<file path="src/hw/rtl/lsoc_pkg.sv">
// ----------------------------------------------------------------------------
// lsoc_pkg: shared types, constants and the trig table
// Widths, register indexes, controller commands and the sine/cosine lookup.
// ----------------------------------------------------------------------------
package lsoc_pkg;

  localparam int BEAM_COUNT_DEF     = 360;
  localparam int TRIG_FRAC_BITS_DEF = 15;

  localparam int RANGE_W  = 16;
  localparam int BEAM_W   = 9;
  localparam int COORD_W  = 18;
  localparam int SUM_W    = 25;
  localparam int CNT_W    = 7;
  localparam int OUT_W    = 17;
  localparam int CFG_IDX_W = 3;
  localparam int CFG_DAT_W = 16;

  localparam logic [CNT_W-1:0] MAX_POINTS  = 7'd127;
  localparam logic [CNT_W-1:0] MAX_OBJECTS = 7'd127;

  typedef enum logic [CFG_IDX_W-1:0] {
    REG_MIN_RANGE   = 3'd0,
    REG_MAX_RANGE   = 3'd1,
    REG_JOIN_DIST   = 3'd2,
    REG_SECTOR_LOW  = 3'd3,
    REG_SECTOR_HIGH = 3'd4
  } reg_idx_t;

  // controller commands to the datapath
  typedef struct packed {
    logic capture;     // register input item and config-dependent tests
    logic coord;       // multiply range by trig values
    logic decide;      // gap / distance test, start/close decision
    logic close_start; // start divide of object sums by point count
    logic close_add;   // add divider result to centroid sums
    logic accum;       // add point to open object
    logic mean_start;  // start divide of centroid sums by object count
    logic emit;        // load output register
    logic clear;       // clear scan state
  } cmd_t;

  typedef struct packed {
    logic keep;        // captured beam is kept
    logic last;        // captured beam ends the scan
    logic do_close;    // an open object must be closed
    logic div_busy;    // divider working
    logic out_full;    // output register holds an item
  } stat_t;

  // shift-subtract quotient of two nonnegative values (elaboration only)
  function automatic longint cdiv(longint n, longint d);
    longint q;
    longint r;
    q = 0;
    r = 0;
    for (int i = 62; i >= 0; i--) begin
      r = (r << 1) | ((n >>> i) & longint'(1));
      q = q << 1;
      if (r >= d) begin
        r = r - d;
        q = q | longint'(1);
      end
    end
    return q;
  endfunction

  // Taylor series in Q30, start term plus eight more terms (elaboration only)
  function automatic longint series(longint x, longint start, longint first);
    longint term;
    longint sum;
    longint a;
    term = start;
    sum  = start;
    a    = first;
    for (int n = 0; n < 8; n++) begin
      term = (term * x) >>> 30;
      term = (term * x) >>> 30;
      term = cdiv(term, a * (a + 1));
      a    = a + 2;
      if (n % 2 == 1) sum = sum + term;
      else sum = sum - term;
    end
    return sum;
  endfunction

  function automatic longint to_trig(longint q30, int fb);
    longint m;
    longint v;
    longint lim;
    longint d;
    d   = longint'(1) << (30 - fb);
    m   = (q30 < 0) ? -q30 : q30;
    v   = cdiv(m + (d >>> 1), d);
    lim = (longint'(1) << fb) - 1;
    if (v > lim) v = lim;
    return (q30 < 0) ? -v : v;
  endfunction

  // sel = 0 gives sine, 1 gives cosine, for phase already reduced
  function automatic longint trig_val(int phase, int bc, int fb, bit sel);
    longint q;
    longint r;
    longint x;
    longint ss;
    longint cc;
    longint so;
    longint co;
    q  = cdiv(longint'(4 * phase), longint'(bc));
    r  = 4 * phase - q * bc;
    x  = cdiv(64'd1686629713 * r, longint'(bc));
    ss = series(x, x, 2);
    cc = series(x, longint'(1) << 30, 1);
    case (q % 4)
      0: begin so = ss;  co = cc;  end
      1: begin so = cc;  co = -ss; end
      2: begin so = -ss; co = -cc; end
      default: begin so = -cc; co = ss; end
    endcase
    return sel ? to_trig(co, fb) : to_trig(so, fb);
  endfunction

endpackage

</file>
<file path="src/hw/rtl/lsoc_ctrl.sv">
// ----------------------------------------------------------------------------
// lsoc_ctrl: sequencing state machine
// Steps one beam through capture, conversion, grouping and scan close.
// ----------------------------------------------------------------------------
module lsoc_ctrl (
  input  logic            clk,
  input  logic            rst_n,
  input  logic            in_fire,
  output logic            in_rdy,
  input  lsoc_pkg::stat_t stat,
  output lsoc_pkg::cmd_t  cmd
);
  typedef enum logic [10:0] {
    S_IDLE   = 11'b00000000001,
    S_CHECK  = 11'b00000000010,
    S_ROUND  = 11'b00000000100,
    S_DECIDE = 11'b00000001000,
    S_CDIV   = 11'b00000010000,
    S_CWAIT  = 11'b00000100000,
    S_ACCUM  = 11'b00001000000,
    S_LAST   = 11'b00010000000,
    S_MWAIT  = 11'b00100000000,
    S_EMIT   = 11'b01000000000,
    S_MDIV   = 11'b10000000000
  } state_t;

  state_t st_r, st_nxt;
  logic   accum_pend_r, accum_pend_nxt;

  always_comb begin
    st_nxt = st_r;
    accum_pend_nxt = accum_pend_r;
    cmd = '0;
    in_rdy = 1'b0;
    case (st_r)
      S_IDLE: begin
        in_rdy = 1'b1;
        if (in_fire) begin
          cmd.capture = 1'b1;
          st_nxt = S_CHECK;
        end
      end
      S_CHECK: begin
        cmd.coord = 1'b1;
        accum_pend_nxt = 1'b0;
        st_nxt = stat.keep ? S_ROUND : S_LAST;
      end
      S_ROUND: st_nxt = S_DECIDE;
      S_DECIDE: begin
        cmd.decide = 1'b1;
        accum_pend_nxt = 1'b1;
        st_nxt = S_CDIV;
      end
      S_CDIV: begin
        if (stat.do_close) begin
          cmd.close_start = 1'b1;
          st_nxt = S_CWAIT;
        end else if (accum_pend_r) begin
          st_nxt = S_ACCUM;
        end else begin
          st_nxt = S_MDIV;
        end
      end
      S_CWAIT: begin
        if (!stat.div_busy) begin
          cmd.close_add = 1'b1;
          st_nxt = accum_pend_r ? S_ACCUM : S_MDIV;
        end
      end
      S_ACCUM: begin
        cmd.accum = 1'b1;
        accum_pend_nxt = 1'b0;
        st_nxt = S_LAST;
      end
      S_LAST: begin
        if (stat.last) st_nxt = S_CDIV;
        else st_nxt = S_IDLE;
      end
      S_MDIV: begin
        if (!stat.out_full) begin
          cmd.mean_start = 1'b1;
          st_nxt = S_MWAIT;
        end
      end
      S_MWAIT: if (!stat.div_busy) st_nxt = S_EMIT;
      S_EMIT: begin
        cmd.emit  = 1'b1;
        cmd.clear = 1'b1;
        st_nxt = S_IDLE;
      end
      default: st_nxt = S_IDLE;
    endcase
  end

  always_ff @(posedge clk) begin
    if (!rst_n) begin
      st_r <= S_IDLE;
      accum_pend_r <= 1'b0;
    end else begin
      st_r <= st_nxt;
      accum_pend_r <= accum_pend_nxt;
    end
  end
endmodule
</file>
<file path="config.mk">
export PLATFORM = sky130hd
export DESIGN_NAME = lsoc_ctrl
export DESIGN_NICKNAME = d
export VERILOG_FILES = /design/src/hw/rtl/lsoc_pkg.sv /design/src/hw/rtl/lsoc_ctrl.sv
export SDC_FILE = /design/constraint.sdc
export NUM_CORES = 1
export LEC_CHECK = 0
export BUFFER_PORTS_ARGS = -buffer_cell sky130_fd_sc_hd__buf_2
export CAP_MARGIN = 15
export CORE_MARGIN = 3
export CORE_UTILIZATION = 51
export CTS_CLUSTER_SIZE = 10
export DETAILED_ROUTE_END_ITERATION = 6
export MAX_ROUTING_LAYER = met4
export PLACE_DENSITY = 0.79
export SLEW_MARGIN = 20
export SYNTH_ARGS = -nofsm -noshare
export SYNTH_HDL_FRONTEND = slang
export SYNTH_SLANG_ARGS = --single-unit
export TNS_END_PERCENT = 5
</file>
<file path="constraint.sdc">
create_clock -name clk -period 3.22 [get_ports clk]
set_clock_uncertainty 0.2 [all_clocks]
set_input_delay 0.966 -clock clk [delete_from_list [all_inputs] [get_ports clk]]
set_output_delay 0.966 -clock clk [all_outputs]
set_load 0.05 [all_outputs]
</file>
# Yosys cells after proc, flatten, opt, wreduce, memory -nomap -nowiden
# Index checks and enable logic that the tools add are counted.
[word_totals]
output_inout_bits = 10
regBits = 12
inputBits = 8
word_cells = 43
[classes]
n_mux = 23
reduce_logical = 3
eq_ne = 15
[ops]
columns = ["op", "n"]
rows = [
  ["$pmux W11 S10", 1],
  ["$mux W11", 6],
  ["$mux W1", 12],
  ["$eq A11 B1 Y1 const B", 1],
  ["$eq A11 B10 Y1 const B", 1],
  ["$eq A11 B11 Y1 const B", 1],
  ["$eq A11 B2 Y1 const B", 1],
  ["$eq A11 B3 Y1 const B", 1],
  ["$eq A11 B4 Y1 const B", 1],
  ["$eq A11 B5 Y1 const B", 1],
  ["$eq A11 B6 Y1 const B", 1],
  ["$eq A11 B7 Y1 const B", 1],
  ["$eq A11 B8 Y1 const B", 1],
  ["$eq A11 B9 Y1 const B", 1],
  ["$mux W8", 1],
  ["$ne A2 B2 Y1 const B", 4],
  ["$mux W5", 1],
  ["$reduce_and A4 Y1", 1],
  ["$mux W2", 1],
  ["$pmux W1 S2", 1],
  ["$reduce_bool A2 Y1", 1],
  ["$reduce_or A2 Y1", 1],
]

# Longest topological paths before layout
[depth]
depth_word = 3
mapped_depth = 7
ltp_nobuf = 5

# Worst setup path after synthesis
# No wires, ideal clock.
[synth_timing]
path_type = "reg-to-output"
from = "register st_r[8]"
to = "output port cmd[3] in the netlist's numbering"
n_path_buf = 1
arrival_ns = 1.942
required_ns = 2.054
stages_incl_launch_ff = 6
setup_slack_ns = 0.112
cell_sequence = "dfxtp_1 > buf_4 > or3_4 > or4_4 > or3b_4 > clkinv_1"
[synth_rtl]
columns = ["element", "line", "rtl"]
rows = [
  ["from (decl)", "lsoc_ctrl.sv:27", "state_t st_r, st_nxt;"],
  ["from (signal assigned)", "lsoc_ctrl.sv:100", "st_r <= st_nxt;"],
  ["to (decl)", "lsoc_ctrl.sv:11", "output lsoc_pkg::cmd_t cmd"],
]

==> impl_metrics.env <==
export IMPL_worstSkewPairLatency_ps=270
export IMPL_r2r_cells=6
export IMPL_stdcell_count=136
export IMPL_pwr_share_comb_pct=49.9
export IMPL_numPortBuffers=17
export IMPL_core_area_um2=1350
export IMPL_cp_cell_sequence="or4_4 > or4_4 > or3b_4 > clkinv_2 > buf_8"
export IMPL_max_stage_delay_ps=540
export IMPL_nFillCells=102
export IMPL_place_hpwl_um=1580
export IMPL_synth_compound_area_share_pct=15.1
export IMPL_synthMuxAreaShare_pct=0
export IMPL_antenna_found_initial=0
export IMPL_power_frac_seq_pct=29.9
export IMPL_worstReg2RegStart="st_r[0]$_SDFFE_PN1P_"
export IMPL_hold_ws_ps=280
export IMPL_cts_tree="done"
export IMPL_critPathKind="reg2out"
export IMPL_clk_pin_slew_ps=80
export IMPL_worstPathArrival_ps=2220
export IMPL_drt_iter0_markers=34
export IMPL_syn_inst=95
export IMPL_yosysUniqueCellTypes=37
export IMPL_min_from="accum_pend_r$_SDFFE_PN0P_"
export IMPL_cts_setup_buffers=0
export IMPL_power_switching_uw=231
export IMPL_antenna_left=0
export IMPL_layout_nets=130
export IMPL_globalRouteOverflowTotal=0
export IMPL_synth_top_family_by_area="simple AND/OR/NAND/NOR gates"
export IMPL_hold_class="reg2reg"
export IMPL_route_detailed_drc=0
export IMPL_cp_common_cell="or4_4"
export IMPL_cts_buffer_depth=2
export IMPL_r2r_slack_ps=890
export IMPL_p_per_area_nw_per_um2=591
export IMPL_max_slew_margin_pct=68.4
export IMPL_grt_pass1_vias=805
export IMPL_hold_viol=0
export IMPL_worstSetupEndpointType="output pin"
export IMPL_area_delta_synth_final_pct=29.1
export IMPL_fp_dieW_um=44.7
export IMPL_numCtsBuffers=3
export IMPL_slew_violations=0
export IMPL_num_antenna_cells=0
export IMPL_max_cap_violations=0
export IMPL_chipHeight_um=44.7
export IMPL_gp_congestion=0.815
export IMPL_crit_fanout=3
export IMPL_start_util_pct=56.4
export IMPL_p_int_uw=350
export IMPL_critPathRequiredTime_ps=2050
export IMPL_startpoint_type="flop"
export IMPL_dp_cells=132
export IMPL_rsz0062_at_grt="yes"
export IMPL_outcome="complete, but fails checks"
export IMPL_r2r_end="st_r[3]$_SDFFE_PN0P_"
export IMPL_vias_per_cell=6.21
export IMPL_failed_checks="setup timing"
export IMPL_finalSetupTns_ps=-164
export IMPL_grt_use_total_pct=24.9
export IMPL_final_cell_mix="nor2_1 (14), buf_2 (13), dfxtp_1 (11)"
export IMPL_setup_viol=1
export IMPL_vias=845
export IMPL_max_freq_mhz=296
export IMPL_worst_path_max_delay_cell="or4_4"
export IMPL_cts_sinks=12
export IMPL_grt_start_max_net_pins=9
export IMPL_syn_nets=103
export IMPL_routedWlPerCell_um=15.4
export IMPL_yosysSeqAreaShare_pct=31.5
export IMPL_worst_slack_ps=-164
export IMPL_netlist_area_um2=762
export IMPL_layout_commonest_cell="nor2_1"
export IMPL_synth_seq_cells=12
export IMPL_drive_gt1_share_pct=34.7
export IMPL_min_path_cells=2
export IMPL_avgSynthCellArea_um2=8.02
export IMPL_dieArea_um2=1990
export IMPL_drt_pass1_iterations=4
export IMPL_fin_crit_sh_pct=105
export IMPL_grt_first_pass_wirelength_um=3550
export IMPL_ir_drop_v=0.000419
export IMPL_swShare_pct=39.7
export IMPL_clkPwrFrac_pct=20.2
export IMPL_synth_simple_area_share_pct=43.3
export IMPL_min_to="st_r[6]$_SDFFE_PN0P_"
export IMPL_root_buffer="clkbuf_4"
export IMPL_routed_wl_um=2100
export IMPL_leakagePower_nw=0.462
export IMPL_htreeDepth=1
export IMPL_worst_pin_slew_ps=470
export IMPL_rows=13
export IMPL_synthXorXnorAreaFrac_pct=3.45
export IMPL_fin_crit_ps=3380
export IMPL_synth_warnings=0
export IMPL_io_pins=18
export IMPL_synthAdderAreaFrac_pct=0
critical path, delay by kind of cell (launching register included):
family        cells  cell delay [ps]
simple gates      3             1410
flops             1              330
buf+inv           2              210
state kept, by name, indices dropped and copies added, names as in the netlist:
name          flops
accum_pend_r      1
st_r             11
routing by layer:
layer | routed length, um | share of wire, % | global-route usage (%) | vias to the layer above
met1 | 859 | 41 | 30.4 | 370
met4 | 83 | 4.0 | 12.0 | 0
li1 | - | - | - | 406
met5 | 0 | 0 | - | -
met3 | 175 | 8.3 | 4.88 | 16
met2 | 981 | 47 | 38.7 | 53
cell type report:
type / instances / area (um2) / share of cell area [%]
Multi-Input combinational cell: 72 / 478 / 48.6
Sequential cell: 12 / 241 / 24.6
Timing Repair Buffer: 27 / 185 / 18.8
Clock buffer: 4 / 36.3 / 3.69
Inverter: 6 / 23.8 / 2.42
Tap cell: 15 / 18.8 / 1.91
Yosys cell counts, drive strengths merged:
library cell | instances | share of area, %
a41o | 1 | 1.3
and4b | 1 | 1.3
or3b | 1 | 1.5
nand3 | 3 | 2.0
nand2b | 2 | 1.6
nand2 | 4 | 2.0
dfxtp | 12 | 32
inv | 5 | 2.5
a41oi | 1 | 1.1
or4 | 4 | 4.9
nor4 | 6 | 5.7
a21oi | 4 | 3.1
nor3 | 3 | 2.0
nor2 | 14 | 6.9
clkbuf | 2 | 0.99
nor2b | 3 | 2.5
o32a | 1 | 1.5
nor4b | 3 | 3.4
and3b | 1 | 1.1
o21ai | 3 | 2.0
clkinv | 1 | 0.49
nand3b | 2 | 2.0
o211ai | 2 | 2.0
and4 | 1 | 1.1
o31ai | 1 | 0.99
or3 | 2 | 2.3
and3 | 2 | 1.6
xor2 | 3 | 3.4
a211oi | 2 | 2.0
o311ai | 1 | 1.1
or4b | 1 | 1.3
buf | 3 | 2.6
what timing repair did:
item / 4_1_cts / 5_1_grt
gates cloned: 0 / 0
endpoints found under the setup margin: 2 / 4
gates resized for setup: 6 / 6
hold buffers: 0 / 0
cells by family (layout without fill, tap and decap cells):
group	after synthesis	count (layout)
xor+xnor	3	3
simple gates	53	53
flops	12	12
buf+inv	11	37
compound gates	16	16
how the worst max path moves through the flow:
stage	from	end	slack (ps)	cells after the start
after floorplan	st_r[8]$_SDFFE_PN0P_	cmd[3]	110	5
after global placement	st_r[0]$_SDFFE_PN1P_	cmd[3]	100	5
after detailed placement	st_r[0]$_SDFFE_PN1P_	cmd[3]	40	5
after CTS	st_r[0]$_SDFFE_PN1P_	cmd[3]	-160	5
after global routing	st_r[1]$_SDFFE_PN0P_	cmd[3]	-240	5
final	st_r[0]$_SDFFE_PN1P_	cmd[3]	-160	5
power groups by stage:
stage          sequential, mW  clock (mW)  combinational [mW]
5_1_grt                 0.175       0.128               0.312
4_1_cts                 0.172       0.121               0.284
3_3_place_gp            0.170           0               0.281
3_5_place_dp            0.174           0               0.282
2_1_floorplan           0.176           0               0.193
6_report                0.174       0.117               0.290
stage by stage:
stage                     util [%]  setup slack [ps]  power [mW]  instance area [um2]
final                         72.8              -164       0.581                  983
after global routing          72.8              -237       0.615                  983
after CTS                     71.5              -159       0.577                  965
after detailed placement      67.7              44.6       0.456                  913
after global placement        67.7               102       0.452                  913
after floorplan                  -               112       0.369                  762
Power figures use the tool's default switching activity.
